===== config.mk =====
export PLATFORM = sky130hd
export DESIGN_NAME = csv_dimension_scanner_flat
export DESIGN_NICKNAME = d
export VERILOG_FILES = /design/src/rtl/core/csvds_pkg.sv /design/src/rtl/core/csvds_if.sv /design/src/rtl/core/csvds_step.sv /design/src/rtl/core/csv_dimension_scanner.sv /design/src/flat_wrapper.sv
export SDC_FILE = /design/constraint.sdc
export NUM_CORES = 1
export LEC_CHECK = 0
export BUFFER_PORTS_ARGS = -buffer_cell sky130_fd_sc_hd__buf_2
export CAP_MARGIN = 10
export CELL_PAD_IN_SITES_DETAIL_PLACEMENT = 0
export CELL_PAD_IN_SITES_GLOBAL_PLACEMENT = 1
export CORE_UTILIZATION = 50
export DETAILED_ROUTE_END_ITERATION = 7
export GPL_ROUTABILITY_DRIVEN = 0
export PLACE_DENSITY = 0.86
export REMOVE_ABC_BUFFERS = 1
export SLEW_MARGIN = 25
export SYNTH_ARGS = -nofsm -noshare
export SYNTH_HDL_FRONTEND = slang
export SYNTH_SLANG_ARGS = --single-unit

===== constraint.sdc =====
create_clock -name clk -period 12.72 [get_ports clk]
set_input_delay 1.272 -clock clk [delete_from_list [all_inputs] [get_ports clk]]
set_output_delay 1.272 -clock clk [all_outputs]
set_load 0.05 [all_outputs]

===== src/rtl/core/csvds_pkg.sv =====
`default_nettype none

package csvds_pkg;

    // default counter widths
    localparam int ROW_BITS_DEF  = 32;
    localparam int SIZE_BITS_DEF = 16;

    // result field widths
    localparam int ROW_OUT_W  = 32;
    localparam int SIZE_OUT_W = 16;

    // character codes
    localparam logic [7:0] CH_QUOTE  = 8'h22;
    localparam logic [7:0] CH_BSLASH = 8'h5C;
    localparam logic [7:0] CH_CR     = 8'h0D;
    localparam logic [7:0] CH_LF     = 8'h0A;
    localparam logic [7:0] SEP_RESET = 8'h2C;

    // lookahead held over from the previous byte
    typedef enum logic [3:0] {
        PEND_NONE  = 4'b0001,
        PEND_QUOTE = 4'b0010,
        PEND_ESC   = 4'b0100,
        PEND_CR    = 4'b1000
    } pend_t;

    // scanner flags shared between the top level and the step logic
    typedef struct packed {
        logic  inside_quotes;
        pend_t pending;
        logic  saturated;
    } scan_flags_t;

endpackage

`default_nettype wire


===== src/rtl/core/csvds_if.sv =====
`default_nettype none

// input channel: one byte or an end-of-stream marker per transaction
interface csvds_in_if;
    logic       valid;
    logic       ready;
    logic [7:0] data_byte;
    logic       end_of_stream;

    modport source (output valid, output data_byte, output end_of_stream, input ready);
    modport sink   (input valid, input data_byte, input end_of_stream, output ready);
endinterface

// result channel: totals of one stream per transaction
interface csvds_out_if;
    logic        valid;
    logic        ready;
    logic [31:0] row_count;
    logic [15:0] max_columns;
    logic [15:0] widest_cell;
    logic        overflowed;

    modport source (output valid, output row_count, output max_columns,
                    output widest_cell, output overflowed, input ready);
    modport sink   (input valid, input row_count, input max_columns,
                    input widest_cell, input overflowed, output ready);
endinterface

`default_nettype wire


===== src/rtl/core/csvds_step.sv =====
`default_nettype none

module csvds_step #(
    parameter int ROW_BITS  = csvds_pkg::ROW_BITS_DEF,
    parameter int SIZE_BITS = csvds_pkg::SIZE_BITS_DEF
) (
    input  wire logic [7:0]             data_byte,
    input  wire logic                   end_of_stream,
    input  wire logic [7:0]             separator,
    input  wire csvds_pkg::scan_flags_t flags,
    input  wire logic [ROW_BITS-1:0]    rows,
    input  wire logic [SIZE_BITS-1:0]   fields,
    input  wire logic [SIZE_BITS-1:0]   cell_len,
    input  wire logic [SIZE_BITS-1:0]   widest,
    input  wire logic [SIZE_BITS-1:0]   longest,
    output csvds_pkg::scan_flags_t      flags_next,
    output logic [ROW_BITS-1:0]         rows_next,
    output logic [SIZE_BITS-1:0]        fields_next,
    output logic [SIZE_BITS-1:0]        cell_len_next,
    output logic [SIZE_BITS-1:0]        widest_next,
    output logic [SIZE_BITS-1:0]        longest_next,
    output logic [csvds_pkg::ROW_OUT_W-1:0]  row_count,
    output logic [csvds_pkg::SIZE_OUT_W-1:0] max_columns,
    output logic [csvds_pkg::SIZE_OUT_W-1:0] widest_cell
);
    import csvds_pkg::*;

    localparam logic [ROW_BITS-1:0]  ROW_MAX  = '1;
    localparam logic [SIZE_BITS-1:0] SIZE_MAX = '1;
    localparam logic [SIZE_BITS-1:0] SIZE_ONE = SIZE_BITS'(1);

    logic                 handle;
    logic                 is_sep;
    logic [SIZE_BITS-1:0] cols;
    logic [SIZE_BITS-1:0] cells;

    // totals for an end-of-stream transaction, masked to the result widths
    always_comb
    begin
        cols  = (fields > widest) ? fields : widest;
        cells = (cell_len > longest) ? cell_len : longest;
        row_count   = ROW_OUT_W'(rows);
        max_columns = SIZE_OUT_W'(cols);
        widest_cell = SIZE_OUT_W'(cells);
    end

    // next state for one accepted byte
    always_comb
    begin
        flags_next    = flags;
        rows_next     = rows;
        fields_next   = fields;
        cell_len_next = cell_len;
        widest_next   = widest;
        longest_next  = longest;
        handle        = 1'b0;
        is_sep        = (data_byte == separator);

        if (end_of_stream)
        begin
            flags_next.inside_quotes = 1'b0;
            flags_next.pending       = PEND_NONE;
            flags_next.saturated     = 1'b0;
            rows_next     = '0;
            fields_next   = SIZE_ONE;
            cell_len_next = SIZE_ONE;
            widest_next   = SIZE_ONE;
            longest_next  = SIZE_ONE;
        end
        else
        begin
            flags_next.pending = PEND_NONE;
            handle = 1'b1;

            // resolve the lookahead from the previous byte
            case (flags.pending)
                PEND_ESC:
                begin
                    handle = 1'b0;
                end
                PEND_CR:
                begin
                    if (data_byte == CH_LF)
                    begin
                        handle = 1'b0;
                    end
                end
                PEND_QUOTE:
                begin
                    if (data_byte == CH_QUOTE)
                    begin
                        handle = 1'b0;
                        if (cell_len_next == SIZE_MAX)
                            flags_next.saturated = 1'b1;
                        else
                            cell_len_next = cell_len_next + SIZE_ONE;
                    end
                    else if (data_byte == CH_CR || data_byte == CH_LF || is_sep)
                    begin
                        flags_next.inside_quotes = 1'b0;
                    end
                end
                default:
                begin
                    handle = 1'b1;
                end
            endcase

            // ordinary byte handling, separator checked first
            if (handle)
            begin
                if (is_sep)
                begin
                    if (flags_next.inside_quotes)
                    begin
                        if (cell_len_next == SIZE_MAX)
                            flags_next.saturated = 1'b1;
                        else
                            cell_len_next = cell_len_next + SIZE_ONE;
                    end
                    else
                    begin
                        if (cell_len_next > longest_next)
                            longest_next = cell_len_next;
                        cell_len_next = SIZE_ONE;
                        if (fields_next == SIZE_MAX)
                            flags_next.saturated = 1'b1;
                        else
                            fields_next = fields_next + SIZE_ONE;
                    end
                end
                else if (data_byte == CH_QUOTE)
                begin
                    if (flags_next.inside_quotes)
                        flags_next.pending = PEND_QUOTE;
                    else if (cell_len_next == SIZE_ONE)
                        flags_next.inside_quotes = 1'b1;
                end
                else if (data_byte == CH_BSLASH)
                begin
                    if (cell_len_next == SIZE_MAX)
                        flags_next.saturated = 1'b1;
                    else
                        cell_len_next = cell_len_next + SIZE_ONE;
                    flags_next.pending = PEND_ESC;
                end
                else if ((data_byte == CH_CR || data_byte == CH_LF)
                         && !flags_next.inside_quotes)
                begin
                    // line ending outside quotes
                    if (rows_next == ROW_MAX)
                        flags_next.saturated = 1'b1;
                    else
                        rows_next = rows_next + ROW_BITS'(1);
                    if (fields_next > widest_next)
                        widest_next = fields_next;
                    if (cell_len_next > longest_next)
                        longest_next = cell_len_next;
                    cell_len_next = SIZE_ONE;
                    fields_next   = SIZE_ONE;
                    flags_next.inside_quotes = 1'b0;
                    if (data_byte == CH_CR)
                        flags_next.pending = PEND_CR;
                end
                else
                begin
                    if (cell_len_next == SIZE_MAX)
                        flags_next.saturated = 1'b1;
                    else
                        cell_len_next = cell_len_next + SIZE_ONE;
                end
            end
        end
    end

endmodule

`default_nettype wire


===== src/rtl/core/csv_dimension_scanner.sv =====
`default_nettype none

// channel     dir  transaction
// byte_in     in   one text byte, or end_of_stream with no byte
// result_out  out  row_count, max_columns, widest_cell, overflowed of one stream
// cfg_we/data in   write of the separator byte, taken on any rising edge with cfg_we high
//
// One byte per cycle: the scan state updates at the accepting edge and a
// result lands in the output register at that same edge, visible next cycle.
// byte_in.ready is low only while a result sits in the output register and
// result_out.ready is low. Reset clears the scan state, drops any pending
// result and sets the separator to a comma.
module csv_dimension_scanner #(
    parameter int ROW_BITS  = csvds_pkg::ROW_BITS_DEF,
    parameter int SIZE_BITS = csvds_pkg::SIZE_BITS_DEF
) (
    input  wire logic       clk,
    input  wire logic       rst_n,
    input  wire logic       cfg_we,
    input  wire logic [7:0] cfg_data,
    csvds_in_if.sink        byte_in,
    csvds_out_if.source     result_out
);
    import csvds_pkg::*;

    logic [7:0]           separator_reg;
    scan_flags_t          flags_reg, flags_next;
    logic [ROW_BITS-1:0]  rows_reg, rows_next;
    logic [SIZE_BITS-1:0] fields_reg, fields_next;
    logic [SIZE_BITS-1:0] cell_len_reg, cell_len_next;
    logic [SIZE_BITS-1:0] widest_reg, widest_next;
    logic [SIZE_BITS-1:0] longest_reg, longest_next;

    logic                  out_valid_reg;
    logic [ROW_OUT_W-1:0]  row_count_reg;
    logic [SIZE_OUT_W-1:0] max_columns_reg;
    logic [SIZE_OUT_W-1:0] widest_cell_reg;
    logic                  overflowed_reg;

    logic [ROW_OUT_W-1:0]  row_count;
    logic [SIZE_OUT_W-1:0] max_columns;
    logic [SIZE_OUT_W-1:0] widest_cell;
    logic                  in_fire;
    logic                  res_fire;

    assign byte_in.ready = !out_valid_reg || result_out.ready;
    assign in_fire       = byte_in.valid && byte_in.ready;
    assign res_fire      = in_fire && byte_in.end_of_stream;

    // per-byte scan logic
    csvds_step #(
        .ROW_BITS  (ROW_BITS),
        .SIZE_BITS (SIZE_BITS)
    ) u_step (
        .data_byte     (byte_in.data_byte),
        .end_of_stream (byte_in.end_of_stream),
        .separator     (separator_reg),
        .flags         (flags_reg),
        .rows          (rows_reg),
        .fields        (fields_reg),
        .cell_len      (cell_len_reg),
        .widest        (widest_reg),
        .longest       (longest_reg),
        .flags_next    (flags_next),
        .rows_next     (rows_next),
        .fields_next   (fields_next),
        .cell_len_next (cell_len_next),
        .widest_next   (widest_next),
        .longest_next  (longest_next),
        .row_count     (row_count),
        .max_columns   (max_columns),
        .widest_cell   (widest_cell)
    );

    // separator register
    always_ff @(posedge clk or negedge rst_n)
    begin
        if (!rst_n)
            separator_reg <= SEP_RESET;
        else if (cfg_we)
            separator_reg <= cfg_data;
    end

    // scan state
    always_ff @(posedge clk or negedge rst_n)
    begin
        if (!rst_n)
        begin
            flags_reg.inside_quotes <= 1'b0;
            flags_reg.pending       <= PEND_NONE;
            flags_reg.saturated     <= 1'b0;
            rows_reg     <= '0;
            fields_reg   <= SIZE_BITS'(1);
            cell_len_reg <= SIZE_BITS'(1);
            widest_reg   <= SIZE_BITS'(1);
            longest_reg  <= SIZE_BITS'(1);
        end
        else if (in_fire)
        begin
            flags_reg    <= flags_next;
            rows_reg     <= rows_next;
            fields_reg   <= fields_next;
            cell_len_reg <= cell_len_next;
            widest_reg   <= widest_next;
            longest_reg  <= longest_next;
        end
    end

    // result valid
    always_ff @(posedge clk or negedge rst_n)
    begin
        if (!rst_n)
            out_valid_reg <= 1'b0;
        else if (res_fire)
            out_valid_reg <= 1'b1;
        else if (result_out.ready)
            out_valid_reg <= 1'b0;
    end

    // result payload
    always_ff @(posedge clk)
    begin
        if (res_fire)
        begin
            row_count_reg   <= row_count;
            max_columns_reg <= max_columns;
            widest_cell_reg <= widest_cell;
            overflowed_reg  <= flags_reg.saturated;
        end
    end

    assign result_out.valid       = out_valid_reg;
    assign result_out.row_count   = row_count_reg;
    assign result_out.max_columns = max_columns_reg;
    assign result_out.widest_cell = widest_cell_reg;
    assign result_out.overflowed  = overflowed_reg;

endmodule

`default_nettype wire

===== src/flat_wrapper.sv =====
// flat-port wrapper written by rule: the top's interface ports become plain ports
module csv_dimension_scanner_flat import csvds_pkg::*;
#(
    parameter int ROW_BITS  = csvds_pkg::ROW_BITS_DEF,
    parameter int SIZE_BITS = csvds_pkg::SIZE_BITS_DEF
)
  (clk, rst_n, cfg_we, cfg_data, byte_in_valid, byte_in_data_byte, byte_in_end_of_stream, byte_in_ready, result_out_valid, result_out_row_count, result_out_max_columns, result_out_widest_cell, result_out_overflowed, result_out_ready);
  csvds_in_if byte_in_i ();
  csvds_out_if result_out_i ();
  input  wire logic clk;
  input  wire logic rst_n;
  input  wire logic cfg_we;
  input  wire logic [7:0] cfg_data;
  input wire logic [$bits(byte_in_i.valid)-1:0] byte_in_valid;
  input wire logic [$bits(byte_in_i.data_byte)-1:0] byte_in_data_byte;
  input wire logic [$bits(byte_in_i.end_of_stream)-1:0] byte_in_end_of_stream;
  output wire logic [$bits(byte_in_i.ready)-1:0] byte_in_ready;
  output wire logic [$bits(result_out_i.valid)-1:0] result_out_valid;
  output wire logic [$bits(result_out_i.row_count)-1:0] result_out_row_count;
  output wire logic [$bits(result_out_i.max_columns)-1:0] result_out_max_columns;
  output wire logic [$bits(result_out_i.widest_cell)-1:0] result_out_widest_cell;
  output wire logic [$bits(result_out_i.overflowed)-1:0] result_out_overflowed;
  input wire logic [$bits(result_out_i.ready)-1:0] result_out_ready;
  assign byte_in_i.valid = byte_in_valid;
  assign byte_in_i.data_byte = byte_in_data_byte;
  assign byte_in_i.end_of_stream = byte_in_end_of_stream;
  assign byte_in_ready = byte_in_i.ready;
  assign result_out_valid = result_out_i.valid;
  assign result_out_row_count = result_out_i.row_count;
  assign result_out_max_columns = result_out_i.max_columns;
  assign result_out_widest_cell = result_out_i.widest_cell;
  assign result_out_overflowed = result_out_i.overflowed;
  assign result_out_i.ready = result_out_ready;
  csv_dimension_scanner #(.ROW_BITS(ROW_BITS), .SIZE_BITS(SIZE_BITS)) u_core (.clk(clk), .rst_n(rst_n), .cfg_we(cfg_we), .cfg_data(cfg_data), .byte_in(byte_in_i), .result_out(result_out_i));
endmodule

; ---- Yosys cells after proc, flatten, opt, wreduce, memory -nomap -nowiden
; Index checks and enable logic that the tools add are counted.
[totals]
ff_bits = 176
out_inout_bits = 67
word_cells = 132
[classes]
add_sub_neg = 4
n_lt_le_gt_ge = 3
n_eq_ne = 21
muxes = 74
n_reduce_logical = 16
[ops]
columns = operator, count
row1 = two-way mux 16 bit, 36
row2 = two-way mux 32 bit, 7
row3 = adder 16 x 1 -> 16 bit (second input constant), 3
row4 = equality test 16 bit (second input constant), 3
row5 = greater-than comparator 16 bit, 3
row6 = adder 32 x 1 -> 32 bit (second input constant), 1
row7 = equality test 32 bit (second input constant), 1
row8 = two-way mux 1 bit, 22
row9 = two-way mux 5 bit, 4
row10 = equality test 16 x 1 -> 1 bit (second input constant), 1
row11 = equality test 8 x 4 -> 1 bit (second input constant), 2
row12 = AND reduction 7 bit, 2
row13 = two-way mux 6 bit, 2
row14 = != test 3 bit (second input constant), 4
row15 = AND reduction 6 bit, 2
row16 = equality test 8 x 6 -> 1 bit (second input constant), 1
row17 = equality test 8 x 7 -> 1 bit (second input constant), 1
row18 = equality test 8 bit, 1
row19 = != test 2 bit (second input constant), 4
row20 = nonzero test 2 bit, 3
row21 = equality test 4 x 2 -> 1 bit (second input constant), 1
row22 = equality test 4 x 3 -> 1 bit (second input constant), 1
row23 = equality test 4 bit (second input constant), 1
row24 = two-way mux 4 bit, 1
row25 = 6 further kinds, 11

; ---- Logic depth before layout (Yosys ltp)
[logic_depth]
depth_word = 15
mapped_depth = 17

; ---- By module
; Synthesis repeated with hierarchy kept, for this count alone.
[unflattened]
cells_unflattened = 1120
hier_area_um2 = 11763.8
[modules_own_cells]
columns = module, n_inst, cells_per_inst, area_each_um2, seq_area_each_um2
row1 = csv_dimension_scanner, 1, 303, 6427.4, 4739.5
row2 = csvds_step, 1, 817, 5336.4, 0.0

; ---- Least setup slack after synthesis
; No wires, ideal clock.
[synth_timing]
kind = in2reg
start = in result_out_ready
end = reg u_core.max_columns_reg[0], in the netlist u_core.result_out.max_columns[0] (enable)
arrival_time_ns = 4.716
required_time_ns = 12.265
path_slack_ns = 7.549
path_stages = 7
path_cell_list = nand2b_1 > and2_1 > clkbuf_1 > nand2_1 > inv_1 > clkbuf_1 > clkbuf_1
[synth_between]
elab_chain_len = 3
[synth_lines]
columns = item, line
row1 = "start, declared", flat_wrapper.sv:23  ; input wire logic [$bits(result_out_i.ready)-1:0] result_out_ready;
row2 = logical OR 1 bit, csv_dimension_scanner.sv:46  ; assign byte_in.ready = !out_valid_reg || result_out.ready;
row3 = logical AND 1 bit, csv_dimension_scanner.sv:47  ; assign in_fire = byte_in.valid && byte_in.ready;
row4 = logical AND 1 bit, csv_dimension_scanner.sv:48  ; assign res_fire = in_fire && byte_in.end_of_stream;
row5 = net u_core.res_fire, csv_dimension_scanner.sv:44  ; logic res_fire;
row6 = "end signal, assigned", csv_dimension_scanner.sv:126  ; max_columns_reg <= max_columns;
row7 = "end, declared", csv_dimension_scanner.sv:36  ; logic [SIZE_OUT_W-1:0] max_columns_reg;
; The timed path passes the listed nets, and every way through them passes these cells.
; A chain may end at the register's enable or synchronous reset.

; ---- Final worst setup path
[layout_timing]
start = reg u_core.cell_len_reg[0]
end = reg u_core.longest_reg[11]
[layout_between]
elab_chain_len = 13
[layout_lines]
columns = item, line
row1 = "start, declared", csv_dimension_scanner.sv:30  ; logic [SIZE_BITS-1:0] cell_len_reg, cell_len_next;
row2 = "start signal, assigned", csv_dimension_scanner.sv:103  ; cell_len_reg <= cell_len_next;
row3 = adder 16 x 1 -> 16 bit or equality test 16 bit (tied branches), "csvds_step.sv:96, csvds_step.sv:93"
row4 = two-way mux 16 bit, csvds_step.sv:93  ; if (cell_len_next == SIZE_MAX)
row5 = two-way mux 16 bit, csvds_step.sv:90  ; if (data_byte == CH_QUOTE)
row6 = two-way mux 16 bit *, csvds_step.sv:76  ; case (flags.pending)
row7 = two-way mux 16 bit *, csvds_step.sv:59  ; if (end_of_stream)
row8 = greater-than comparator 16 bit, "csvds_step.sv:123, csvds_step.sv:157"
row9 = two-way mux 16 bit *, "csvds_step.sv:123, csvds_step.sv:157"
row10 = two-way mux 16 bit, csvds_step.sv:147  ; else if ((data_byte == CH_CR || data_byte == CH_LF)
row11 = two-way mux 16 bit, csvds_step.sv:139  ; else if (data_byte == CH_BSLASH)
row12 = two-way mux 16 bit, csvds_step.sv:132  ; else if (data_byte == CH_QUOTE)
row13 = two-way mux 16 bit *, csvds_step.sv:112  ; if (is_sep)
row14 = two-way mux 16 bit *, csvds_step.sv:110  ; if (handle)
row15 = two-way mux 16 bit *, csvds_step.sv:59
row16 = "end signal, assigned", csv_dimension_scanner.sv:105  ; longest_reg <= longest_next;
row17 = "end, declared", csv_dimension_scanner.sv:32  ; logic [SIZE_BITS-1:0] longest_reg, longest_next;
; Mark *: on every way between the ends. The rest lies on a longest branch, timed or not. The select of a mux whose other input is x is not followed.

==> summary.txt <==
Drt
  • Drt total wl: 25300 um
  • Detailed Route Iter0 Violations: 666
  • Via count: just over 8k
  • First-pass DRT Iterations: 6
  • DR DRC count: 0
  • Via density: a little over 6
  • Routed length per instance: 18.5 um
  • Final antenna-violating net count: 0

Placement
  • IO buf count: just under 90
  • Post-DP HPWL: 17700 um

Layout
  • Inserted Diodes: 0
  • Final core occ: 57.8%
  • Area Overhead vs Synth: 12.5%
  • Layout Nets: 1164
  • Layout cell share with drive strength beyond 1: 17.3%

Floorplan
  • Vert. Die Dim: 144 um
  • Core area: 19700 um^2
  • I/O Pins: 89
  • Die X: approximately 140 um
  • Die area: 20800 um^2
  • Row cnt: 51
  • Initial Util: 51.3%

Clock tree
  • Setup Fix Bufs, Post-CTS: 0
  • CTS tree: built
  • Num CTS Buffers: 17
  • Max clock buf depth: 2
  • Cts hold-fix bufs: 0
  • CTS HTree Levels: 4
  • Later-pin clock latency in the skew report: 430 ps
  • Root Driver: clkbuf_16
  • Clock sinks: 176
  • PostCTS Resize Cnt: 0
  • Clock slew at reported path FFs: ~70 ps

STA
  • Max-slew headroom: 27.1%
  • Min Hold Slack: 504 ps
  • Max-slew violation count: 0
  • Tightest Pin Transition: 1090 ps
  • TNS Setup: 0 ps
  • # setup viols final: 0
  • Crit share post-route: 41.3%
  • RSZ-0062 raised after global routing: no
  • Final Skew: 14.4 ps
  • Max Clock Freq: around 190 MHz
  • Hold Violations, Final: 0
  • Final min period: roughly 5300 ps

Worst setup path
  • CP arrival: 5570 ps
  • Largest stage delay, worst path: 860 ps
  • Largest fanout on the critical path: 16
  • Worst path bufs/invs: 1
  • CP Data Required Time: 13040 ps
  • Most common cell on crit path: o21a_1
  • Crit start category: flip-flop
  • Crit Path Category: reg -> reg
  • Worst path slowest cell: nor4_1
  • Crit-path leading delay family: simple AND/OR/NAND/NOR gates
  • CP cell instances: ha_1, nand3_1, nor4_1, nor2_1, nand2_1, xor2_1, inv_1, ha_1, o21a_1, o21a_1, o21a_1, o21ai_0, a211oi_1, o21a_1, mux2_2
  • Worst setup EP type: flip-flop

Global routing
  • Gr usage total: 25.8%
  • First-pass GRT wire length: 41400 um
  • Vias in the first global route: 7824
  • Largest net degree at the start of global routing: 79
  • Initial antenna violation count: 0
  • GRT Residual Overflow: 0

Flow run
  • Max Cap Violations: 0

Synth
  • Count leader, synth: dfrtp_1
  • Post-synth top area cell: dfrtp_1
  • Sequential area share after synthesis: 47.0%
  • Top cells by count, synth: dfrtp_1, nand2_1, nor2_1
  • Yosys warns: 0
  • Area contributors post-synth: dfrtp_1, edfxtp_1, ha_1
  • Syn avg cell area: 9.92 um^2
  • Post-synthesis instance area: just over 10000 um^2
  • Yosys reg bits: 176
  • Synth cell types: 75
  • Synth top area share: 25.5%
  • Post-synth EDFFs: 65
  • Syn Inst Count: 1017
  • Post-synthesis async set-or-reset flop share: 63.1%
  • Top FF cell, synth: dfrtp_1

Power
  • Power Density: 137 nW/um^2
  • Leakage: about 4.8 nW
  • Maximum vdd drop: 0.103 mV

Min path
  • Worst hold path type: reg -> reg

Outcome
  • Outcome: finished clean
[report_power, final]
part	switching [mW]	internal, mW
registers	0.0287	0.625
clock network	0.238	0.295
logic	0.229	0.138
[area by class of cell]
class / instances / area [um^2]
Timing Repair Buffer: 97 / 514
Tap cell: 265 / 332
Fill cell: 1753 / 8300
Clock inverter: 13 / 155
Inverter: 56 / 211
Sequential cell: 176 / 4740
Multi-Input combinational cell: 741 / 4970
Clock buffer: 19 / 433
[worst paths after layout]
kind                                        start                             end  slack [ps]  depth (start not counted)
setup / recovery           u_core.cell_len_reg[0]          u_core.longest_reg[11]        7470                         15
hold / removal                 u_core.rows_reg[5]  u_core.result_out.row_count[5]         500                          0
setup reg to reg           u_core.cell_len_reg[0]          u_core.longest_reg[11]        7470                         15
hold reg to reg                u_core.rows_reg[5]  u_core.result_out.row_count[5]         500                          0
max in group asynchronous                   rst_n             u_core.flags_reg[2]       10820                          2
min in group asynchronous                   rst_n          u_core.longest_reg[14]         840                          1
[stage by stage]
| step | setup WS, ps | instances | cell area (um^2) | power, mW |
|---|---|---|---|---|
| floorplan | 8060 | 973 | 9910 | 0.920 |
| global placement | 7260 | 1335 | 10800 | 1.02 |
| detailed placement | 7190 | 1335 | 10800 | 1.02 |
| CTS | 7590 | 1367 | 11400 | 1.56 |
| global route | 7120 | 1367 | 11400 | 1.63 |
| finish | 7470 | 1367 | 11400 | 1.55 |
[per-layer routing]
layer,share of wire [%],track usage (%)
met4,2.0,8.85
met2,47,40.3
met5,0,0
met1,45,35.9
met3,6.2,4.97
[logic make-up (layout without fill, tap and decap cells)]
logic type	count (synthesis)	after routing	synth area share, %
and+or+nand+nor	410	410	20.8
AOI/OAI and AO/OA	178	178	12.0
DFF	176	176	47.0
buffers and inverters	100	185	3.93
adders and majority gates	53	53	6.57
xor gates and xnor gates	52	52	4.51
muxes	48	48	5.17
[placed cells by master (no fill, tap or decap), drive strengths merged, types with 9 or more instances in the layout]
cell,count
nand4,37
mux2,33
nor2,93
nor4,34
nand3,38
nor3,30
xnor2,32
and4,14
dfrtp,103
clkbuf,19
edfxtp,65
ha,53
buf,97
mux2i,15
a21o,12
and3,9
inv,60
o21ai,44
or4,11
a21oi,34
xor2,20
nand2,99
a22o,15
Note: power is estimated with default switching activity, not from simulation.
